File: src/rtl/ffba_pkg.sv
package ffba_pkg;

  // Default sizes of the block table and of the vertex and index fields
  localparam int unsigned MAX_BLOCKS_DEF  = 16;
  localparam int unsigned VERTEX_BITS_DEF = 16;
  localparam int unsigned INDEX_BITS_DEF  = 20;

  localparam int unsigned CMD_W    = 2;
  localparam int unsigned STATUS_W = 3;
  localparam int unsigned CFG_AW   = 3;
  localparam int unsigned CFG_DW   = 32;

  // Request commands; the remaining code is answered as not found
  typedef enum logic [CMD_W-1:0] {
    CMD_ALLOC   = 2'd0,
    CMD_RELEASE = 2'd1,
    CMD_FIT     = 2'd2
  } cmd_e;

  // Result status codes
  typedef enum logic [STATUS_W-1:0] {
    ST_REUSED    = 3'd0,
    ST_NEW       = 3'd1,
    ST_DONE      = 3'd2,
    ST_NOT_FOUND = 3'd3,
    ST_TOO_SMALL = 3'd4,
    ST_NO_SPACE  = 3'd5
  } status_e;

  // Configuration register indexes
  typedef enum logic {
    REG_VERTEX_CAP = 1'b0,
    REG_INDEX_CAP  = 1'b1
  } reg_e;

  // Controller states
  typedef enum logic [1:0] {
    S_IDLE,
    S_SCAN,
    S_FINISH
  } state_e;

  // Controller to datapath commands
  typedef struct packed {
    logic start;   // capture the request, restart the table scan
    logic scan;    // read one entry and check the previous one
    logic finish;  // update the table and load the result register
  } ctrl_cmd_t;

  // Datapath to controller status
  typedef struct packed {
    logic hit;       // the entry checked this cycle matches
    logic scan_end;  // every used entry was checked without a match
    logic out_free;  // the result register can take a new result
  } dp_stat_t;

endpackage

File: src/rtl/first_fit_block_allocator_core.sv
// Channel    Direction  Handshake               Contents
// s_axis     in         tvalid/tready           request: tuser command, tdata sizes
// m_axis     out        tvalid/tready           result: tuser status, tdata starts
// apb        in         psel/penable/pready     vertex and index capacity registers
//
// A request is accepted, then the used entries are read one entry per cycle
// from the single RAM read port with registered read data, the end of the
// scan is seen, and a last step writes back and loads the result. A match
// ends the scan early. Reset clears the entry count, the tails and sets both
// capacities to all ones; the table RAM needs no clearing.
// The result register lets the next request enter while a result is not
// taken; a second result waits in the write-back step until the first leaves.
module first_fit_block_allocator_core #(
  parameter int unsigned MAX_BLOCKS  = ffba_pkg::MAX_BLOCKS_DEF,
  parameter int unsigned VERTEX_BITS = ffba_pkg::VERTEX_BITS_DEF,
  parameter int unsigned INDEX_BITS  = ffba_pkg::INDEX_BITS_DEF,
  localparam int unsigned IN_DW  = 2 * VERTEX_BITS + INDEX_BITS,
  localparam int unsigned IN_TW  = ((IN_DW + 7) / 8) * 8,
  localparam int unsigned OUT_DW = 2 * VERTEX_BITS + 2 * INDEX_BITS,
  localparam int unsigned OUT_TW = ((OUT_DW + 7) / 8) * 8
) (
  input  logic                          clk_i,
  input  logic                          rst_ni,
  // Requests
  input  logic                          s_axis_tvalid,
  output logic                          s_axis_tready,
  // vertex_start_in, vertex_need, index_need (lowest first)
  input  logic [IN_TW-1:0]              s_axis_tdata,
  // command
  input  logic [ffba_pkg::CMD_W-1:0]    s_axis_tuser,
  // Results
  output logic                          m_axis_tvalid,
  input  logic                          m_axis_tready,
  // vertex_start_out, index_start_out, vertex_count_out, index_count_out
  output logic [OUT_TW-1:0]             m_axis_tdata,
  // status
  output logic [ffba_pkg::STATUS_W-1:0] m_axis_tuser,
  // Configuration
  input  logic                          psel,
  input  logic                          penable,
  input  logic                          pwrite,
  input  logic [ffba_pkg::CFG_AW-1:0]   paddr,
  input  logic [ffba_pkg::CFG_DW-1:0]   pwdata,
  output logic [ffba_pkg::CFG_DW-1:0]   prdata,
  output logic                          pready
);

  localparam int unsigned VB = VERTEX_BITS;
  localparam int unsigned IB = INDEX_BITS;

  ffba_pkg::ctrl_cmd_t ctrl_cmd;
  ffba_pkg::dp_stat_t  dp_stat;

  logic [VB-1:0] out_vs, out_vc;
  logic [IB-1:0] out_is, out_ic;

  ffba_ctrl u_ctrl (
    .clk_i       (clk_i),
    .rst_ni      (rst_ni),
    .req_valid_i (s_axis_tvalid),
    .req_ready_o (s_axis_tready),
    .stat_i      (dp_stat),
    .cmd_o       (ctrl_cmd)
  );

  ffba_datapath #(
    .MAX_BLOCKS  (MAX_BLOCKS),
    .VERTEX_BITS (VERTEX_BITS),
    .INDEX_BITS  (INDEX_BITS)
  ) u_datapath (
    .clk_i        (clk_i),
    .rst_ni       (rst_ni),
    .cmd_i        (ctrl_cmd),
    .stat_o       (dp_stat),
    .req_cmd_i    (s_axis_tuser),
    .req_vs_i     (s_axis_tdata[0 +: VB]),
    .req_vneed_i  (s_axis_tdata[VB +: VB]),
    .req_ineed_i  (s_axis_tdata[2*VB +: IB]),
    .out_valid_o  (m_axis_tvalid),
    .out_ready_i  (m_axis_tready),
    .out_status_o (m_axis_tuser),
    .out_vs_o     (out_vs),
    .out_is_o     (out_is),
    .out_vc_o     (out_vc),
    .out_ic_o     (out_ic),
    .cfg_we_i     (psel && penable && pwrite),
    .cfg_sel_i    (paddr[2]),
    .cfg_wdata_i  (pwdata),
    .cfg_rdata_o  (prdata)
  );

  // Pack the result fields, zero fill up to whole bytes
  assign m_axis_tdata = OUT_TW'({out_ic, out_vc, out_is, out_vs});
  assign pready       = 1'b1;

endmodule

File: src/rtl/ffba_ram.sv
module ffba_ram #(
  parameter int unsigned WIDTH = 8,
  parameter int unsigned DEPTH = 16,
  localparam int unsigned AW = (DEPTH > 1) ? $clog2(DEPTH) : 1
) (
  input  logic             clk_i,
  input  logic             we_i,
  input  logic [AW-1:0]    waddr_i,
  input  logic [WIDTH-1:0] wdata_i,
  input  logic [AW-1:0]    raddr_i,
  output logic [WIDTH-1:0] rdata_o
);

  logic [WIDTH-1:0] mem_q [DEPTH];
  logic [WIDTH-1:0] rdata_q;

  // Write one word, read one word with registered data
  always_ff @(posedge clk_i) begin
    if (we_i) begin
      mem_q[waddr_i] <= wdata_i;
    end
    rdata_q <= mem_q[raddr_i];
  end

  assign rdata_o = rdata_q;

endmodule

File: src/rtl/ffba_ctrl.sv
module ffba_ctrl (
  input  logic                  clk_i,
  input  logic                  rst_ni,
  input  logic                  req_valid_i,
  output logic                  req_ready_o,
  input  ffba_pkg::dp_stat_t    stat_i,
  output ffba_pkg::ctrl_cmd_t   cmd_o
);

  ffba_pkg::state_e state_q, state_d;

  // Hold the state
  always_ff @(posedge clk_i or negedge rst_ni) begin
    if (!rst_ni) begin
      state_q <= ffba_pkg::S_IDLE;
    end else begin
      state_q <= state_d;
    end
  end

  // Sequence one request: accept, scan the table, write back and report
  always_comb begin
    state_d     = state_q;
    req_ready_o = 1'b0;
    cmd_o       = '0;
    case (state_q)
      ffba_pkg::S_IDLE: begin
        req_ready_o = 1'b1;
        if (req_valid_i) begin
          cmd_o.start = 1'b1;
          state_d     = ffba_pkg::S_SCAN;
        end
      end
      ffba_pkg::S_SCAN: begin
        cmd_o.scan = 1'b1;
        if (stat_i.hit || stat_i.scan_end) begin
          state_d = ffba_pkg::S_FINISH;
        end
      end
      ffba_pkg::S_FINISH: begin
        if (stat_i.out_free) begin
          cmd_o.finish = 1'b1;
          state_d      = ffba_pkg::S_IDLE;
        end
      end
      default: begin
        state_d = ffba_pkg::S_IDLE;
      end
    endcase
  end

endmodule

File: src/rtl/ffba_datapath.sv
module ffba_datapath #(
  parameter int unsigned MAX_BLOCKS  = ffba_pkg::MAX_BLOCKS_DEF,
  parameter int unsigned VERTEX_BITS = ffba_pkg::VERTEX_BITS_DEF,
  parameter int unsigned INDEX_BITS  = ffba_pkg::INDEX_BITS_DEF
) (
  input  logic                          clk_i,
  input  logic                          rst_ni,
  input  ffba_pkg::ctrl_cmd_t           cmd_i,
  output ffba_pkg::dp_stat_t            stat_o,
  // Request payload
  input  logic [ffba_pkg::CMD_W-1:0]    req_cmd_i,
  input  logic [VERTEX_BITS-1:0]        req_vs_i,
  input  logic [VERTEX_BITS-1:0]        req_vneed_i,
  input  logic [INDEX_BITS-1:0]         req_ineed_i,
  // Result register
  output logic                          out_valid_o,
  input  logic                          out_ready_i,
  output logic [ffba_pkg::STATUS_W-1:0] out_status_o,
  output logic [VERTEX_BITS-1:0]        out_vs_o,
  output logic [INDEX_BITS-1:0]         out_is_o,
  output logic [VERTEX_BITS-1:0]        out_vc_o,
  output logic [INDEX_BITS-1:0]         out_ic_o,
  // Configuration registers
  input  logic                          cfg_we_i,
  input  logic                          cfg_sel_i,
  input  logic [ffba_pkg::CFG_DW-1:0]   cfg_wdata_i,
  output logic [ffba_pkg::CFG_DW-1:0]   cfg_rdata_o
);

  localparam int unsigned AW = (MAX_BLOCKS > 1) ? $clog2(MAX_BLOCKS) : 1;
  localparam int unsigned CW = $clog2(MAX_BLOCKS + 1);
  localparam int unsigned VB = VERTEX_BITS;
  localparam int unsigned IB = INDEX_BITS;
  // Entry word, lowest bits first: index size, index start, vertex size,
  // vertex start, free mark
  localparam int unsigned ISZ_LO = 0;
  localparam int unsigned IST_LO = IB;
  localparam int unsigned VSZ_LO = 2 * IB;
  localparam int unsigned VST_LO = 2 * IB + VB;
  localparam int unsigned FREE_B = 2 * IB + 2 * VB;
  localparam int unsigned WW     = 2 * IB + 2 * VB + 1;

  // Request registers
  logic [ffba_pkg::CMD_W-1:0] cmd_q;
  logic [VB-1:0]              vs_q, vneed_q;
  logic [IB-1:0]              ineed_q;

  // Allocator state and configuration
  logic [CW-1:0] used_q;
  logic [VB-1:0] vtail_q, vcap_q;
  logic [IB-1:0] itail_q, icap_q;

  // Scan state
  logic [CW-1:0] idx_q;
  logic [AW-1:0] cmp_idx_q, found_idx_q;
  logic          pend_q, found_q;
  logic [WW-1:0] found_word_q;

  // Result register
  logic                          out_valid_q;
  logic [ffba_pkg::STATUS_W-1:0] out_status_q;
  logic [VB-1:0]                 out_vs_q, out_vc_q;
  logic [IB-1:0]                 out_is_q, out_ic_q;

  logic          issue;
  logic [WW-1:0] rdata;
  logic          match, hit;
  logic          we;
  logic [AW-1:0] waddr;
  logic [WW-1:0] wdata;

  logic                 append, no_space;
  logic [VB:0]          vtail_sum;
  logic [IB:0]          itail_sum;
  ffba_pkg::status_e    res_status;
  logic [VB-1:0]        res_vs;
  logic [IB-1:0]        res_is;

  // Table of entries
  ffba_ram #(
    .WIDTH (WW),
    .DEPTH (MAX_BLOCKS)
  ) u_ram (
    .clk_i   (clk_i),
    .we_i    (we),
    .waddr_i (waddr),
    .wdata_i (wdata),
    .raddr_i (idx_q[AW-1:0]),
    .rdata_o (rdata)
  );

  // Read the next used entry while scanning
  assign issue = cmd_i.scan && (idx_q < used_q);

  // Check the entry read in the previous cycle
  always_comb begin
    match = 1'b0;
    case (cmd_q)
      ffba_pkg::CMD_ALLOC: begin
        match = rdata[FREE_B]
             && (rdata[VSZ_LO +: VB] >= vneed_q)
             && (rdata[ISZ_LO +: IB] >= ineed_q);
      end
      ffba_pkg::CMD_RELEASE,
      ffba_pkg::CMD_FIT: begin
        match = (rdata[VST_LO +: VB] == vs_q);
      end
      default: begin
        match = 1'b0;
      end
    endcase
  end

  assign hit = cmd_i.scan && pend_q && match;

  assign stat_o.hit      = hit;
  assign stat_o.scan_end = !pend_q && (idx_q >= used_q);
  assign stat_o.out_free = !out_valid_q || out_ready_i;

  // Capture the request and track the scan
  always_ff @(posedge clk_i or negedge rst_ni) begin
    if (!rst_ni) begin
      idx_q   <= '0;
      pend_q  <= 1'b0;
      found_q <= 1'b0;
    end else if (cmd_i.start) begin
      idx_q   <= '0;
      pend_q  <= 1'b0;
      found_q <= 1'b0;
    end else if (cmd_i.scan) begin
      pend_q <= issue;
      if (issue) begin
        idx_q <= idx_q + CW'(1);
      end
      if (hit) begin
        found_q <= 1'b1;
      end
    end
  end

  always_ff @(posedge clk_i) begin
    if (cmd_i.start) begin
      cmd_q   <= req_cmd_i;
      vs_q    <= req_vs_i;
      vneed_q <= req_vneed_i;
      ineed_q <= req_ineed_i;
    end
    if (issue) begin
      cmp_idx_q <= idx_q[AW-1:0];
    end
    if (hit) begin
      found_idx_q  <= cmp_idx_q;
      found_word_q <= rdata;
    end
  end

  // Work out the result and the table update
  assign vtail_sum = {1'b0, vtail_q} + {1'b0, vneed_q};
  assign itail_sum = {1'b0, itail_q} + {1'b0, ineed_q};
  assign no_space  = (used_q >= CW'(MAX_BLOCKS))
                  || (vtail_sum > {1'b0, vcap_q})
                  || (itail_sum > {1'b0, icap_q});

  always_comb begin
    res_status = ffba_pkg::ST_NOT_FOUND;
    res_vs     = '0;
    res_is     = '0;
    append     = 1'b0;
    we         = 1'b0;
    waddr      = found_idx_q;
    wdata      = found_word_q;
    case (cmd_q)
      ffba_pkg::CMD_ALLOC: begin
        if (found_q) begin
          res_status    = ffba_pkg::ST_REUSED;
          res_vs        = found_word_q[VST_LO +: VB];
          res_is        = found_word_q[IST_LO +: IB];
          we            = cmd_i.finish;
          wdata[FREE_B] = 1'b0;
        end else if (no_space) begin
          res_status = ffba_pkg::ST_NO_SPACE;
        end else begin
          res_status = ffba_pkg::ST_NEW;
          res_vs     = vtail_q;
          res_is     = itail_q;
          append     = cmd_i.finish;
          we         = cmd_i.finish;
          waddr      = used_q[AW-1:0];
          wdata      = {1'b0, vtail_q, vneed_q, itail_q, ineed_q};
        end
      end
      ffba_pkg::CMD_RELEASE: begin
        if (found_q) begin
          res_status    = ffba_pkg::ST_DONE;
          res_vs        = found_word_q[VST_LO +: VB];
          res_is        = found_word_q[IST_LO +: IB];
          we            = cmd_i.finish;
          wdata[FREE_B] = 1'b1;
        end
      end
      ffba_pkg::CMD_FIT: begin
        if (found_q) begin
          res_vs = found_word_q[VST_LO +: VB];
          res_is = found_word_q[IST_LO +: IB];
          if ((found_word_q[VSZ_LO +: VB] < vneed_q)
              || (found_word_q[ISZ_LO +: IB] < ineed_q)) begin
            res_status = ffba_pkg::ST_TOO_SMALL;
          end else begin
            res_status = ffba_pkg::ST_DONE;
          end
        end
      end
      default: begin
        res_status = ffba_pkg::ST_NOT_FOUND;
      end
    endcase
  end

  // Advance the tails and the entry count on a new block; take config writes
  always_ff @(posedge clk_i or negedge rst_ni) begin
    if (!rst_ni) begin
      used_q  <= '0;
      vtail_q <= '0;
      itail_q <= '0;
      vcap_q  <= '1;
      icap_q  <= '1;
    end else begin
      if (append) begin
        used_q  <= used_q + CW'(1);
        vtail_q <= vtail_sum[VB-1:0];
        itail_q <= itail_sum[IB-1:0];
      end
      if (cfg_we_i) begin
        case (cfg_sel_i)
          ffba_pkg::REG_VERTEX_CAP: vcap_q <= cfg_wdata_i[VB-1:0];
          ffba_pkg::REG_INDEX_CAP:  icap_q <= cfg_wdata_i[IB-1:0];
          default: begin
            vcap_q <= vcap_q;
          end
        endcase
      end
    end
  end

  assign cfg_rdata_o = (cfg_sel_i == ffba_pkg::REG_INDEX_CAP)
                     ? ffba_pkg::CFG_DW'(icap_q) : ffba_pkg::CFG_DW'(vcap_q);

  // Load the result register, drop it once taken
  always_ff @(posedge clk_i or negedge rst_ni) begin
    if (!rst_ni) begin
      out_valid_q <= 1'b0;
    end else if (cmd_i.finish) begin
      out_valid_q <= 1'b1;
    end else if (out_ready_i) begin
      out_valid_q <= 1'b0;
    end
  end

  always_ff @(posedge clk_i) begin
    if (cmd_i.finish) begin
      out_status_q <= res_status;
      out_vs_q     <= res_vs;
      out_is_q     <= res_is;
      out_vc_q     <= vneed_q;
      out_ic_q     <= ineed_q;
    end
  end

  assign out_valid_o  = out_valid_q;
  assign out_status_o = out_status_q;
  assign out_vs_o     = out_vs_q;
  assign out_is_o     = out_is_q;
  assign out_vc_o     = out_vc_q;
  assign out_ic_o     = out_ic_q;

endmodule
File: config.mk
export PLATFORM = sky130hd
export DESIGN_NAME = first_fit_block_allocator_core
export DESIGN_NICKNAME = d
export VERILOG_FILES = /design/src/rtl/ffba_pkg.sv /design/src/rtl/first_fit_block_allocator_core.sv /design/src/rtl/ffba_ram.sv /design/src/rtl/ffba_ctrl.sv /design/src/rtl/ffba_datapath.sv
export SDC_FILE = /design/constraint.sdc
export NUM_CORES = 2
export LEC_CHECK = 0
export ABC_AREA = 1
export BUFFER_PORTS_ARGS = -buffer_cell sky130_fd_sc_hd__buf_2
export CAP_MARGIN = 20
export CORE_MARGIN = 4
export CORE_UTILIZATION = 60
export DETAILED_ROUTE_END_ITERATION = 12
export PLACE_DENSITY = 0.77
export SYNTH_ARGS = -nofsm -noshare
export SYNTH_HDL_FRONTEND = slang
export SYNTH_SLANG_ARGS = --single-unit
File: constraint.sdc
create_clock -name clk_i -period 9.6 [get_ports clk_i]
set_clock_uncertainty 0.05 [all_clocks]
set_input_delay 0.96 -clock clk_i [delete_from_list [all_inputs] [get_ports clk_i]]
set_output_delay 0.96 -clock clk_i [all_outputs]
set_load 0.01 [all_outputs]
==> metrics.txt <==
# TYPE chip_impl_metric gauge
chip_impl_metric{name="hpwlAfterDp",unit="mm"} 86.32
chip_impl_metric{name="post_synth_instance_area",unit="sq um"} 62530
chip_impl_metric{name="die_height",unit="microns"} 330.8
chip_impl_metric{name="cap_violations",unit=""} 0
chip_impl_metric{name="max_clock_freq",unit="MHz"} 143.5
chip_impl_metric{name="gp_congestion",unit=""} 0.8998
chip_impl_metric{name="layout.cells.non_filler",unit=""} 6419
chip_impl_metric{name="number_of_synthesized_register_bits",unit=""} 1538
chip_impl_metric{name="post-route-period-util",unit="%"} 72.59
chip_impl_metric{name="share_of_layout_cells_above_drive_strength_1",unit="%"} 11.55
chip_impl_info{name="layout.cells.most_common_list",value="1,378 x edfxtp_1, 680 x nor2_1, 624 x nand2_1, 396 x o21ai_0, 181 x inv_1"} 1
chip_impl_metric{name="drt-total-wl",unit="mm"} 154.2
chip_impl_metric{name="cts_max_path_bufs",unit=""} 3
chip_impl_metric{name="clock_sinks",unit=""} 1538
chip_impl_metric{name="worst_ep_required_time",unit="ns"} 9.92
chip_impl_metric{name="tightest_slew",unit="ns"} 1.211
chip_impl_info{name="cp_slowest_cell",value="buf_4"} 1
chip_impl_metric{name="antenna_found_initial",unit=""} 2
chip_impl_metric{name="number_of_standard_cells_after_synthesis",unit=""} 4769
chip_impl_metric{name="fp.dieArea",unit="sq um"} 109400
chip_impl_metric{name="power_density_relative_to_cell_area",unit="nW/um^2"} 256.4
chip_impl_metric{name="report.power.total",unit="mW"} 17.91
chip_impl_metric{name="detailroute.via_count",unit=""} 39920
chip_impl_metric{name="route.antenna.remaining_nets",unit=""} 0
chip_impl_info{name="rsz0062_at_grt",value="no"} 1
chip_impl_metric{name="areaGrowthSynthToFinish",unit="%"} 11.70
chip_impl_metric{name="grt_first_pass_wirelength",unit="mm"} 227.3
chip_impl_metric{name="synth_area_per_cell",unit="sq um"} 13.11
chip_impl_metric{name="coreArea",unit="sq um"} 103500
chip_impl_metric{name="timing.max_slew.rel_slack",unit="%"} 18.72
chip_impl_metric{name="synth-seq-area-share",unit="%"} 72.07
chip_impl_metric{name="drt_first_iter_violations",unit=""} 5498
chip_impl_metric{name="post-cts-setup-buffer-count",unit=""} 0
chip_impl_metric{name="synth_warnings",unit=""} 0
chip_impl_metric{name="placement.setup.worst_slack",unit="ns"} 2.692
chip_impl_metric{name="fin_crit",unit="ns"} 6.968
chip_impl_metric{name="placed_cells",unit=""} 6144
chip_impl_info{name="layout.cells.most_common",value="edfxtp_1"} 1
chip_impl_metric{name="router_iterations_before_antenna_repair",unit=""} 6
chip_impl_metric{name="power.ir.vdd_worst",unit="uV"} 211.0
chip_impl_info{name="timing.hold.worst.class",value="input pin to asynchronous set/reset pin"} 1
chip_impl_metric{name="filler_cell_count",unit=""} 6804
chip_impl_metric{name="ys_types",unit=""} 60
chip_impl_info{name="setup.worst_path.start_class",value="register"} 1
chip_impl_metric{name="cts_made_buffers",unit=""} 144
chip_impl_metric{name="port_buffers",unit=""} 178
chip_impl_metric{name="dieWidth",unit="microns"} 330.8
chip_impl_metric{name="rows",unit=""} 118
chip_impl_metric{name="vias_in_the_first_global_route",unit=""} 37490
chip_impl_metric{name="post_cts_resize_count",unit=""} 0
chip_impl_metric{name="finalHoldViolations",unit=""} 0
chip_impl_info{name="crit-reg2reg-launch",value="u_datapath.ineed_q[0]$_DFFE_PP_"} 1
chip_impl_metric{name="htree_levels",unit=""} 4
chip_impl_metric{name="clk_transition_reported_paths",unit="ns"} 0.07
chip_impl_info{name="status",value="finished, final reports clean"} 1
chip_impl_info{name="criticalPathCategory",value="register to register"} 1
chip_impl_info{name="cts-root-buf",value="clkbuf_16"} 1
chip_impl_metric{name="layout.core_utilization",unit="%"} 67.48
chip_impl_metric{name="grt-ovfl-total",unit=""} 0
chip_impl_metric{name="multi_input_area",unit="sq um"} 15720
chip_impl_metric{name="clk_latency",unit="ns"} 0.75
chip_impl_metric{name="post-route-drc-count",unit=""} 0
chip_impl_metric{name="route.detailed.vias_per_inst",unit=""} 6.219
chip_impl_metric{name="critical-path-max-stage-delay",unit="ns"} 0.70
chip_impl_metric{name="starting_density_of_the_core",unit="%"} 60.41
chip_impl_metric{name="detail_route.wl_per_cell",unit="microns"} 24.03
chip_impl_metric{name="final-max-slew-violation-count",unit=""} 0
chip_impl_metric{name="finalSetupViolations",unit=""} 0
chip_impl_metric{name="grt_start_max_net_pins",unit=""} 204
chip_impl_metric{name="post_route_worst_setup_slack",unit="ns"} 2.632
chip_impl_metric{name="area.sequential",unit="sq um"} 45070
chip_impl_metric{name="ctsHoldBuffers",unit=""} 0
chip_impl_metric{name="nNetsFinal",unit=""} 5173
chip_impl_metric{name="number_of_ports_placed_on_the_die_boundary",unit=""} 210
chip_impl_metric{name="power.leakage",unit="nW"} 25.22
chip_impl_info{name="crit_path_start",value="u_datapath.ineed_q[0]$_DFFE_PP_"} 1
chip_impl_metric{name="totalNegativeSetupSlack",unit="ns"} 0
chip_impl_metric{name="global_route.usage.total",unit="%"} 27.73
chip_impl_info{name="endpoint_kind",value="register"} 1
chip_impl_metric{name="cp_data_arrival_time",unit="ns"} 7.29
chip_impl_metric{name="largest_fanout_of_any_net_on_the_critical_path",unit=""} 52
chip_impl_info{name="cts_tree",value="built"} 1
power by group:
part           internal, mW  leakage [nW]  switching, mW
sequential             7.61          14.1          0.361
combinational          1.36          8.80           2.83
clock                  3.31          2.36           2.43
total                  12.3          25.2           5.62
layout make-up:
type	instances	share of cell area (%)
flip-flops and latches	1538	64.54
inverters	193	1.064
clock buffers	188	5.675
clock inverters	79	1.202
multi-input cells	2776	22.50
repair buffers	264	2.546
diodes	1	0.003583
well taps	1380	2.472
synth_stat cells (all sizes together):
| cell type | n | area [sq um] |
|---|---|---|
| buf | 68 | 430.4 |
| fa | 2 | 40.04 |
| and2 | 3 | 18.77 |
| o221ai | 122 | 1069 |
| nand3b | 1 | 7.510 |
| xor2 | 29 | 254.0 |
| a211oi | 2 | 15.01 |
| or4 | 1 | 7.510 |
| a41oi | 1 | 8.760 |
| dfxtp | 73 | 1461 |
| o2111ai | 1 | 15.01 |
| o21a | 3 | 22.52 |
| edfxtp | 1378 | 41380 |
| o22ai | 3 | 18.77 |
| clkbuf | 205 | 769.5 |
| a21o | 4 | 30.03 |
| o31a | 1 | 8.760 |
| nand4 | 25 | 171.4 |
| inv | 191 | 719.4 |
| mux2i | 121 | 1211 |
| o32ai | 171 | 1498 |
| nand2 | 637 | 2439 |
| nor3 | 14 | 70.07 |
| dfrtp | 51 | 1276 |
| a21boi | 3 | 22.52 |
| a2111oi | 1 | 8.760 |
| a21oi | 129 | 653.1 |
| or2 | 2 | 12.52 |
| xnor2 | 12 | 105.1 |
| o31ai | 3 | 22.52 |
| a22o | 1 | 8.760 |
| nor2 | 700 | 2643 |
| o21bai | 3 | 33.78 |
| clkinv | 2 | 7.510 |
| conb | 2 | 7.510 |
| nand3 | 155 | 800.8 |
| ha | 154 | 1927 |
| nor4 | 5 | 31.28 |
| a31oi | 5 | 31.28 |
| o211ai | 26 | 195.2 |
| dfstp | 36 | 945.9 |
| a31o | 1 | 8.760 |
| o21ai | 420 | 2110 |
| and3 | 2 | 12.51 |
final timing paths:
check,to,cells past startpoint,slack (ns)
hold / removal,u_datapath.itail_q[1]$_DFFE_PN0P_,1,0.04
hold reg to reg,u_datapath.found_word_q[37]$_DFFE_PP_,0,0.35
min in group clk_i,u_datapath.ineed_q[1]$_DFFE_PP_,1,0.33
setup / recovery,u_datapath.u_ram.mem_q[5][59]$_DFFE_PP_,27,2.63
setup reg to reg,u_datapath.u_ram.mem_q[5][59]$_DFFE_PP_,27,2.63
max in group asynchronous,u_datapath.idx_q[2]$_DFFE_PN0P_,2,8.18
state kept, by name, indices dropped and copies added, names as in the netlist, 3 cells and up:
name,cells
u_datapath.out_vc_o,16
u_datapath.out_ic_o,20
u_datapath.icap_q,20
u_datapath.vneed_q,16
u_datapath.out_is_o,20
u_datapath.out_status_o,3
u_datapath.itail_q,20
u_datapath.idx_q,5
u_datapath.found_idx_q,4
u_datapath.vs_q,16
u_datapath.found_word_q,73
u_datapath.u_ram.mem_q,1168
u_datapath.ineed_q,20
u_datapath.vcap_q,16
u_datapath.cmp_idx_q,4
u_datapath.out_vs_o,16
u_datapath.u_ram.rdata_o,73
u_datapath.used_q,5
u_datapath.vtail_q,16
logic make-up after synthesis:
family,Yosys count,share of synthesized area [%]
and+or+nand+nor,1545,9.937
DFF,1538,72.07
AOI/OAI and AO/OA,900,9.243
buffers and inverters,466,3.082
adders and majority gates,156,3.146
muxes,121,1.937
xor gates and xnor gates,41,0.5743
other,2,0.01201
worst max-delay path, delay by kind of cell (launching register included):
kind	cells	cell delay [ns]
buf+inv	5	1.62
compound gates	5	0.89
xor+xnor	1	0.25
flops	1	0.52
simple gates	13	2.20
fa+ha+maj	3	1.01
through the flow:
step / hold WS, ns / area, sq um
after global placement: 0.3357 / 64890
after CTS: 0.01092 / 69710
after floorplan: 0.3355 / 62570
after detailed placement: 0.3387 / 64910
after global routing: 0.03221 / 69840
final: 0.04347 / 69840
routing by layer:
layer,global-route usage [%],vias up,share of wire [%]
met5,0,-,0
met4,9.014,0,2.8
met3,5.566,284,12
met2,43.55,2335,47
met1,39.50,19510,39
li1,-,17790,-
Note: power is estimated with default switching activity, not from simulation.
